--- config.mk ---
export PLATFORM = sky130hd
export DESIGN_NAME = brcp_ctrl
export DESIGN_NICKNAME = d
export VERILOG_FILES = /design/src/brcp_pkg.sv /design/src/brcp_ctrl.sv
export SDC_FILE = /design/constraint.sdc
export NUM_CORES = 1
export LEC_CHECK = 0
export BUFFER_PORTS_ARGS = -buffer_cell sky130_fd_sc_hd__buf_2
export CAP_MARGIN = 20
export CORE_ASPECT_RATIO = 0.8
export CORE_MARGIN = 2
export CORE_UTILIZATION = 29
export DETAILED_ROUTE_END_ITERATION = 16
export GPL_TIMING_DRIVEN = 0
export HOLD_SLACK_MARGIN = 0.08
export PLACE_DENSITY = 0.63
export SYNTH_ARGS = -nofsm -noshare
export SYNTH_HDL_FRONTEND = slang
export SYNTH_SLANG_ARGS = --single-unit
--- constraint.sdc ---
create_clock -name clk -period 4.2 [get_ports clk]
set_clock_uncertainty 0.1 [all_clocks]
set_input_delay 0.63 -clock clk [delete_from_list [all_inputs] [get_ports clk]]
set_output_delay 0.63 -clock clk [all_outputs]
set_load 0.02 [all_outputs]
--- src/brcp_pkg.sv ---
// Shared types, constants and helpers for the binary recurrent character predictor.
// No dependencies; imported by every module of the block.
package brcp_pkg;

    localparam int SYMBOL_COUNT = 256;
    localparam int WORD_BITS    = 64;
    localparam int INDEX_W      = 13;
    localparam int SYMBOL_W     = 8;
    localparam int BEST_DOT_W   = 11;
    localparam int BEST_DOT_MAX = 1023;
    localparam int BEST_DOT_MIN = -1024;
    localparam int ARGMAX_START = -128;

    typedef enum logic [1:0] {
        KIND_WRITE = 2'd0,
        KIND_CLEAR = 2'd1,
        KIND_STEP  = 2'd2
    } kind_t;

    // Commands from the controller to the datapath.
    typedef struct packed {
        logic write;
        logic clear;
        logic start;
        logic issue;
        logic issue_last;
        logic commit;
    } dp_cmd_t;

    function automatic logic [6:0] popcount64(input logic [WORD_BITS-1:0] x);
        logic [6:0] c;
        c = '0;
        for (int i = 0; i < WORD_BITS; i++)
        begin
            c = c + 7'(x[i]);
        end
        return c;
    endfunction

endpackage

--- src/brcp_ctrl.sv ---
// Controller of the predictor: item acceptance, neuron address sequencing and
// output handshake. Depends on brcp_pkg.
module brcp_ctrl
    import brcp_pkg::*;
#(
    parameter int LAYER_BITS = 512
)
(
    input  logic                          clk,
    input  logic                          rst_n,
    input  logic                          in_valid,
    output logic                          in_ready,
    input  logic [1:0]                    in_kind,
    output logic                          out_valid,
    input  logic                          out_ready,
    output dp_cmd_t                       cmd,
    output logic [$clog2(LAYER_BITS)-1:0] rd_addr,
    input  logic                          last_done
);

    localparam int ROW_AW = $clog2(LAYER_BITS);

    typedef enum logic [1:0] {
        ST_IDLE,
        ST_RUN,
        ST_DRAIN,
        ST_FINISH
    } state_t;

    state_t              state_reg;
    logic [ROW_AW-1:0]   cnt_reg;
    logic                out_valid_reg;
    logic                accept;
    kind_t               kind;

    assign kind      = kind_t'(in_kind);
    assign in_ready  = (state_reg == ST_IDLE);
    assign accept    = in_valid && in_ready;
    assign out_valid = out_valid_reg;
    assign rd_addr   = cnt_reg;

    always_comb
    begin
        cmd            = '0;
        cmd.write      = accept && (kind == KIND_WRITE);
        cmd.clear      = accept && (kind == KIND_CLEAR);
        cmd.start      = accept && (kind == KIND_STEP);
        cmd.issue      = (state_reg == ST_RUN);
        cmd.issue_last = (state_reg == ST_RUN) && (cnt_reg == ROW_AW'(LAYER_BITS - 1));
        cmd.commit     = (state_reg == ST_FINISH) && (!out_valid_reg || out_ready);
    end

    always_ff @(posedge clk or negedge rst_n)
    begin
        if (!rst_n)
        begin
            state_reg     <= ST_IDLE;
            cnt_reg       <= '0;
            out_valid_reg <= 1'b0;
        end
        else
        begin
            if (cmd.commit)
            begin
                out_valid_reg <= 1'b1;
            end
            else if (out_ready)
            begin
                out_valid_reg <= 1'b0;
            end

            case (state_reg)
                ST_IDLE:
                begin
                    cnt_reg <= '0;
                    if (cmd.start)
                    begin
                        state_reg <= ST_RUN;
                    end
                end
                ST_RUN:
                begin
                    cnt_reg <= cnt_reg + 1'b1;
                    if (cmd.issue_last)
                    begin
                        state_reg <= ST_DRAIN;
                    end
                end
                ST_DRAIN:
                begin
                    if (last_done)
                    begin
                        state_reg <= ST_FINISH;
                    end
                end
                ST_FINISH:
                begin
                    if (cmd.commit)
                    begin
                        state_reg <= ST_IDLE;
                    end
                end
                default:
                begin
                    state_reg <= ST_IDLE;
                end
            endcase
        end
    end

endmodule

==> flow_summary.toml, run 1 <==
[run_status]
outcome = "completed"

[floorplan]
start_util = 0.304
die_area_um2 = 2960
die_x_um = 60.3
io_pins = 24
num_rows = 16
core_um2 = 2420
dieHeight_um = 49.1

[placed_design]
dp_cells = 131
gp_congestion = 0.786
port_buffers = 23
hpwl_um = 1240
placed_cell_area_um2 = 896

[timing]
min_period_ns = 2.44
timing.final.crit_share = 0.582
hold_violations = 0
max_freq_mhz = 409
setup-tns-final_ns = 0
slew_headroom = 0.769
setup_viol = 0
worstMarginPinSlew_ns = 0.346
drv_slew = 0
rsz0062_at_grt = "false"

[critical_path]
startpoint_type = "flip-flop"
crit_path_cell_trace = "inv_1 > ha_1 > nand2_1 > nor3b_1 > buf_2"
required_ns = 3.47
crit_path_end_kind = "primary output"
crit_arrival_ns = 1.71
r2r_slack_ns = 2.15
crit_slowest_cell = "dfrtp_1"
cpPeakStageDelay_ns = 0.40
critPathKind = "reg -> out"
cp_top_family = "flip-flops"
crit_fanout = 7
critPathBufInv = 2

[global_route]
grt_overflow_total = 0
grt.total_usage = 0.118
grt_pass1_vias = 581
antenna_found_initial = 0
grt_max_degree = 13
grt_first_pass_wirelength_um = 2570

[cts]
cts_buffer_depth = 2
numCtsBuffers = 3
root_buffer = "clkbuf_4"
cts_hold_buf = 0
cts_max_level = 1
post-cts-setup-buffers = 0
clkLatencyLatePin_ns = 0.27
clk_pin_slew_ns = 0.07
cts_tree = "built"
cts_resized = 0
numClockSinks = 12

[hold_path]
hold_path.class = "in -> async"

[drt]
routed_via_density = 4.66
vias = 625
wl_per_cell_um = 11.5
ant_nets = 0
drc_errors = 0
top_layer = "met4"
wl_met2_um = 693
routed_wl_um = 1540
wl_met3_um = 130
drtIter0Drc = 20
first_pass_iters = 4
wl_met1_um = 692

[logic_synthesis]
synthesis.area_um2 = 736
ys_seq_elements = 12
syn_nets = 86
avgSynthCellArea_um2 = 10.2
syn_inst = 72
synth_warnings = 0
yosysUniqueCellTypes = 27
ys_seq_area_frac = 0.408

[pwr]
power_per_cell_area_nw_per_um2 = 208
p_leak_nw = 0.441
clockPowerShare = 0.355
internal_power_mw = 0.152
pwr-share-seq = 0.604
comb_power_share = 0.041
swShare = 0.204
p_sw_mw = 0.0391
p_total_mw = 0.191
peakVddDrop_mv = 0.0970

[run]
max-cap-violations = 0

[final_layout]
final_nets = 114
largest_reg_flops = 9
syn_to_final_growth_pct = 24.8
final_core_util = 0.379
fin_cells = 134
diodes = 0
postLayoutCellArea_um2 = 918
drive_gt1_frac = 0.327
==> layer usage <==
metal	vias up	global-route usage
met5	-	0
met4	0	0.0556
met3	2	0.0504
met2	27	0.170
met1	285	0.150
li1	311	-
==> area by class of cell <==
cell class                 instances  area, um^2
sequential                        12         300
fill                             251        1500
inverter                           3        11.3
tap                               36        45.0
buffer                             1        5.00
timing repair buffer              23         115
multi-input combinational         56         419
clock buffer                       3        22.5
==> cells in the final DEF, fill, tap and decap left out, drive strengths merged, types with 2 or more instances in the layout <==
cell type and count:
and2 2, buf 24, clkbuf 3, dfrtp 12, ha 7, inv 3, nand2 9, nand2b 3
nand3 5, nand4 2, nor2 3, nor2b 2, nor3b 2, o211ai 3, o21ai 5, o31ai 2
==> path summary, 6_finish.rpt <==
kind / end / cells past startpoint / from
worst max-delay path: cmd[4] / 5 / state_reg[0]$_DFFE_PN0P_
worst min-delay path: rd_addr[3]$_DFFE_PN0P_ / 1 / rst_n
worst max register to register: state_reg[1]$_DFFE_PN0P_ / 7 / rd_addr[0]$_DFFE_PN0P_
worst min register to register: rd_addr[7]$_DFFE_PN0P_ / 1 / rd_addr[7]$_DFFE_PN0P_
max in group asynchronous: state_reg[0]$_DFFE_PN0P_ / 1 / rst_n
min in group clk: rd_addr[7]$_DFFE_PN0P_ / 1 / rd_addr[7]$_DFFE_PN0P_
==> cell usage after synthesis (all sizes together) <==
cell / n / share of area
and3b: 1 / 0.012
dfrtp: 12 / 0.41
xor2: 1 / 0.012
a22o: 1 / 0.012
o211ai: 3 / 0.031
buf: 1 / 0.0068
nand3: 5 / 0.034
ha: 7 / 0.12
nand3b: 1 / 0.027
o22ai: 1 / 0.0085
and2b: 1 / 0.014
nor2b: 2 / 0.017
and2: 2 / 0.017
nor2: 3 / 0.015
o31ai: 2 / 0.020
nor3b: 2 / 0.020
or4: 1 / 0.010
nand2b: 3 / 0.026
nand4: 2 / 0.017
nor3: 1 / 0.0068
mux2i: 1 / 0.014
inv: 3 / 0.015
nand2: 9 / 0.046
mux2: 1 / 0.020
a2111oi: 1 / 0.037
o21ai: 5 / 0.034
==> power by group through the flow <==
stage               logic [mW]  registers, mW  clock network [mW]
detailed placement     0.00815          0.118                   0
floorplan              0.00178          0.118                   0
global route           0.00893          0.115              0.0774
finish                 0.00786          0.115              0.0678
global placement       0.00804          0.118                   0
CTS                    0.00815          0.115              0.0717
==> kinds of logic after synthesis <==
kind of cell	share of synthesized area
mux	0.0340
fa+ha+maj	0.119
simple gates	0.262
compound gates	0.143
buf+inv	0.0221
flops	0.408
xor+xnor	0.0119
==> through the flow <==
stage | setup WS (ns) | hold WS [ns]
final | 1.76 | 0.130
after global routing | 1.64 | 0.141
after CTS | 1.73 | 0.131
after detailed placement | 2.02 | 0.415
after global placement | 2.07 | 0.401
after floorplan | 1.88 | 0.234
Note: power is estimated with default switching activity, not from simulation.
==> run 2, diff against run 1 <==
- clock period: 4.2 -> 2.5 ns (I/O delays scaled with it)
==> run 2 against run 1 <==
Against the previous run:
- hold slack improved by 0.15 ns
- largest power group unchanged
- design area increased by 1.1%
- combinational power increased by 84%
- non-clock buffer count increased by 1
==> flow_summary.toml, run 2 (same netlist as run 1, synthesis figures left out) <==
[timing]
drv_slew = 0
slew_headroom = 0.769
hold_ws_ns = 0.282
max_freq_mhz = 457
hold_violations = 0
worstMarginPinSlew_ns = 0.346
rsz0062_at_grt = "false"
setup-tns-final_ns = 0
setup_viol = 0
min_period_ns = 2.19
timing.final.crit_share = 0.875

[cts]
post-cts-setup-buffers = 0
numClockSinks = 12
cts_buffer_depth = 2
root_buffer = "clkbuf_4"
clkLatencyLatePin_ns = 0.27
clk_pin_slew_ns = 0.07
numCtsBuffers = 3
cts_hold_buf = 1
cts_resized = 0
cts_max_level = 1
cts_tree = "built"

[final_layout]
final_common_cell = "buf_2"
largest_reg_flops = 9
fin_cells = 135
n_fill_cell = 251
syn_to_final_growth_pct = 26.2
final_core_util = 0.383
diodes = 0
seqCellArea_um2 = 300
layout_common_cells = "24 x buf_2, 12 x dfrtp_1, 9 x nand2_1"
multi_input_area_um2 = 419
final_nets = 115
drive_gt1_frac = 0.323

[global_route]
grt.total_usage = 0.119
grt_pass1_vias = 591
antenna_found_initial = 0
grt_first_pass_wirelength_um = 2590
grt_overflow_total = 0
grt_max_degree = 13

[run]
max-cap-violations = 0

[pwr]
comb_power_share = 0.045
p_sw_mw = 0.0664
internal_power_mw = 0.256
power_per_cell_area_nw_per_um2 = 348
peakVddDrop_mv = 0.163
swShare = 0.206
p_total_mw = 0.323
pwr-share-seq = 0.601
p_leak_nw = 0.446
clockPowerShare = 0.354

[hold_path]
hold_path.class = "in -> reg"
min_path_cells = 3

[drt]
routed_via_density = 4.64
wl_per_cell_um = 11.6
routed_wl_um = 1560
first_pass_iters = 4
drc_errors = 0
ant_nets = 0
drtIter0Drc = 21
vias = 627

[critical_path]
startpoint_type = "flip-flop"
crit_fanout = 7
crit_arrival_ns = 1.71
critPathKind = "reg -> out"
crit_path_end_kind = "primary output"
required_ns = 2.03
reg2regPathDepth = 7

[placed_design]
dp_cells = 131
hpwl_um = 1240
port_buffers = 23
gp_congestion = 0.786

[floorplan]
start_util = 0.304
core_um2 = 2420
die_x_um = 60.3
die_area_um2 = 2960
num_rows = 16
io_pins = 24
dieHeight_um = 49.1

[run_status]
outcome = "completed"
==> run 2: final cells by class <==
cell class	instances	area share
timing repair buffer	24	0.135
sequential	12	0.323
inverter	3	0.0121
tap	36	0.0485
clock buffer	3	0.0243
multi-input combinational	56	0.451
buffer	1	0.00539
==> run 2: power groups by stage <==
stage | Combinational (mW) | Clock [mW] | Sequential, mW
floorplan | 0.00300 | 0 | 0.198
global placement | 0.0135 | 0 | 0.198
detailed placement | 0.0137 | 0 | 0.198
CTS | 0.0149 | 0.120 | 0.194
global route | 0.0163 | 0.130 | 0.194
finish | 0.0145 | 0.114 | 0.194
==> run 2: final timing paths <==
| check | start | endpoint | slack [ns] |
|---|---|---|---|
| setup / recovery | state_reg[0]$_DFFE_PN0P_ | cmd[4] | 0.31 |
| hold / removal | out_ready | out_valid$_DFFE_PN0P_ | 0.28 |
| setup reg to reg | rd_addr[0]$_DFFE_PN0P_ | state_reg[1]$_DFFE_PN0P_ | 0.45 |
| hold reg to reg | rd_addr[7]$_DFFE_PN0P_ | rd_addr[7]$_DFFE_PN0P_ | 0.43 |
| max in group asynchronous | rst_n | state_reg[0]$_DFFE_PN0P_ | 1.65 |
| min in group asynchronous | rst_n | rd_addr[3]$_DFFE_PN0P_ | 0.42 |
==> run 2: per-stage QoR <==
| stage | setup WS, ns | area [um^2] |
|---|---|---|
| floorplan | 0.430 | 736 |
| global placement | 0.523 | 896 |
| detailed placement | 0.478 | 896 |
| CTS | 0.289 | 928 |
| global route | 0.197 | 928 |
| finish | 0.312 | 928 |
==> run 2: per-layer routing <==
layer  vias up  track usage  wire length, um
li1        314            -                -
met1       288        0.150              689
met2        23        0.174              711
met3         2       0.0504              137
met4         0       0.0556               21
met5         -            0                0
==> run 2: critical path: stages, from the launching register on <==
cell and delay [ns]:
dfrtp_1 0.40, inv_1 0.13, ha_1 0.36, nand2_1 0.15, nor3b_1 0.21, buf_2 0.19
==> run 3, diff against run 2 <==
- CAP_MARGIN: 20 -> default
- CTS_BUF_LIST: default -> sky130_fd_sc_hd__clkbuf_8
==> run 3 against run 2 <==
Against the previous run:
- highest routed layer unchanged
- sequential power hardly changed
- total power is 17% higher
- worst setup slack better by 0.049 ns
- first-iteration DRC count is 33% lower
- core utilization is 0.77 points higher
- largest cell class unchanged
==> flow_summary.toml, run 3 (same netlist as run 1, synthesis figures left out) <==
[timing]
hold_ws_ns = 0.321
setup-tns-final_ns = 0
timing.final.crit_share = 0.856
hold_violations = 0
min_period_ns = 2.14
slew_headroom = 0.771
worstMarginPinSlew_ns = 0.344
max_freq_mhz = 467
rsz0062_at_grt = "false"
fin_ws_ns = 0.361
drv_slew = 0
setup_viol = 0

[drt]
ant_nets = 0
routed_wl_um = 1530
first_pass_iters = 4
wl_per_cell_um = 11.3
routed_via_density = 4.62
drc_errors = 0
drtIter0Drc = 14
vias = 624

[placed_design]
place_ws_ns = 0.478
hpwl_um = 1240
gp_congestion = 0.786
port_buffers = 23

[critical_path]
cp_top_family = "flip-flops"
crit_path_cell_trace = "inv_1 > ha_1 > nand2_1 > nor3b_1 > buf_2"
crit_arrival_ns = 1.66
r2r_slack_ns = 0.47
crit_fanout = 7
required_ns = 2.03
critPathKind = "reg -> out"
crit_path_end_kind = "primary output"
crit_slowest_cell = "dfrtp_1"
startpoint_type = "flip-flop"
critPathBufInv = 2
cpPeakStageDelay_ns = 0.40

[pwr]
p_total_mw = 0.376
peakVddDrop_mv = 0.265
power_per_cell_area_nw_per_um2 = 397
p_leak_nw = 0.453

[global_route]
grt.total_usage = 0.113
grt_pass1_vias = 587
grt_first_pass_wirelength_um = 2550
antenna_found_initial = 0
grt_overflow_total = 0
grt_max_degree = 13

[run]
max-cap-violations = 0

[floorplan]
num_rows = 16
io_pins = 24
core_um2 = 2420
die_area_um2 = 2960
die_x_um = 60.3
dieHeight_um = 49.1
start_util = 0.304

[hold_path]
hold_path.class = "in -> reg"

[cts]
cts_buffer_depth = 2
root_buffer = "clkbuf_8"
cts_max_level = 1
numCtsBuffers = 3
post-cts-setup-buffers = 0
cts_tree = "built"
numClockSinks = 12
clkLatencyLatePin_ns = 0.23
clk_pin_slew_ns = 0.05

[final_layout]
drive_gt1_frac = 0.323
largest_reg_flops = 9
final_common_cell = "buf_2"
n_fill_cell = 251
layout_common_cells = "24 x buf_2, 12 x dfrtp_1, 9 x nand2_1"
final_core_util = 0.391
final_nets = 115
diodes = 0
syn_to_final_growth_pct = 28.7

[run_status]
outcome = "completed"
==> run 3: timing repair <==
item / 4_1_cts / 5_1_grt
endpoints found under the hold margin: 12 / 0
hold buffers: 1 / 0
resized for setup: 0 / 0
==> run 3: metrics by stage <==
stage,cell area (um^2),cells
floorplan,736,72
global placement,896,131
detailed placement,896,131
CTS,947,135
global route,947,135
finish,947,135
==> run 3: cell type report <==
cell class	count	area, um^2	area share
multi-input cells	56	419	0.443
flip-flops and latches	12	300	0.317
repair buffers	24	125	0.132
well taps	36	45.0	0.0476
clock buffers	3	41.3	0.0436
inverters	3	11.3	0.0119
plain buffers	1	5.00	0.00528
==> run 3: routing by layer <==
layer  up-vias  GRT usage  wire length, um  part of all wire
met1       287      0.149              700              0.46
met4         0     0.0222                8            0.0052
met2        19      0.172              707              0.46
li1        316          -                -                 -
met5         -          0                0                 0
met3         2     0.0504              111             0.073
==> run 3: worst paths after layout <==
kind | depth (start not counted) | from | to
hold reg to reg | 1 | rd_addr[7]$_DFFE_PN0P_ | rd_addr[7]$_DFFE_PN0P_
max in group asynchronous | 2 | rst_n | state_reg[0]$_DFFE_PN0P_
setup reg to reg | 7 | rd_addr[0]$_DFFE_PN0P_ | state_reg[1]$_DFFE_PN0P_
min in group asynchronous | 2 | rst_n | rd_addr[3]$_DFFE_PN0P_
hold / removal | 3 | out_ready | out_valid$_DFFE_PN0P_
setup / recovery | 5 | state_reg[0]$_DFFE_PN0P_ | cmd[4]
==> run 3: report_power, final <==
part | switching (mW) | internal (mW)
combinational | 0.00755 | 0.00680
sequential | 0 | 0.195
clock | 0.0620 | 0.105
total | 0.0696 | 0.307
==> run 3: worst min-delay path, stage by stage <==
cell      delay [ns]
buf_2           0.08
nand2b_1        0.10
nand2b_1        0.05
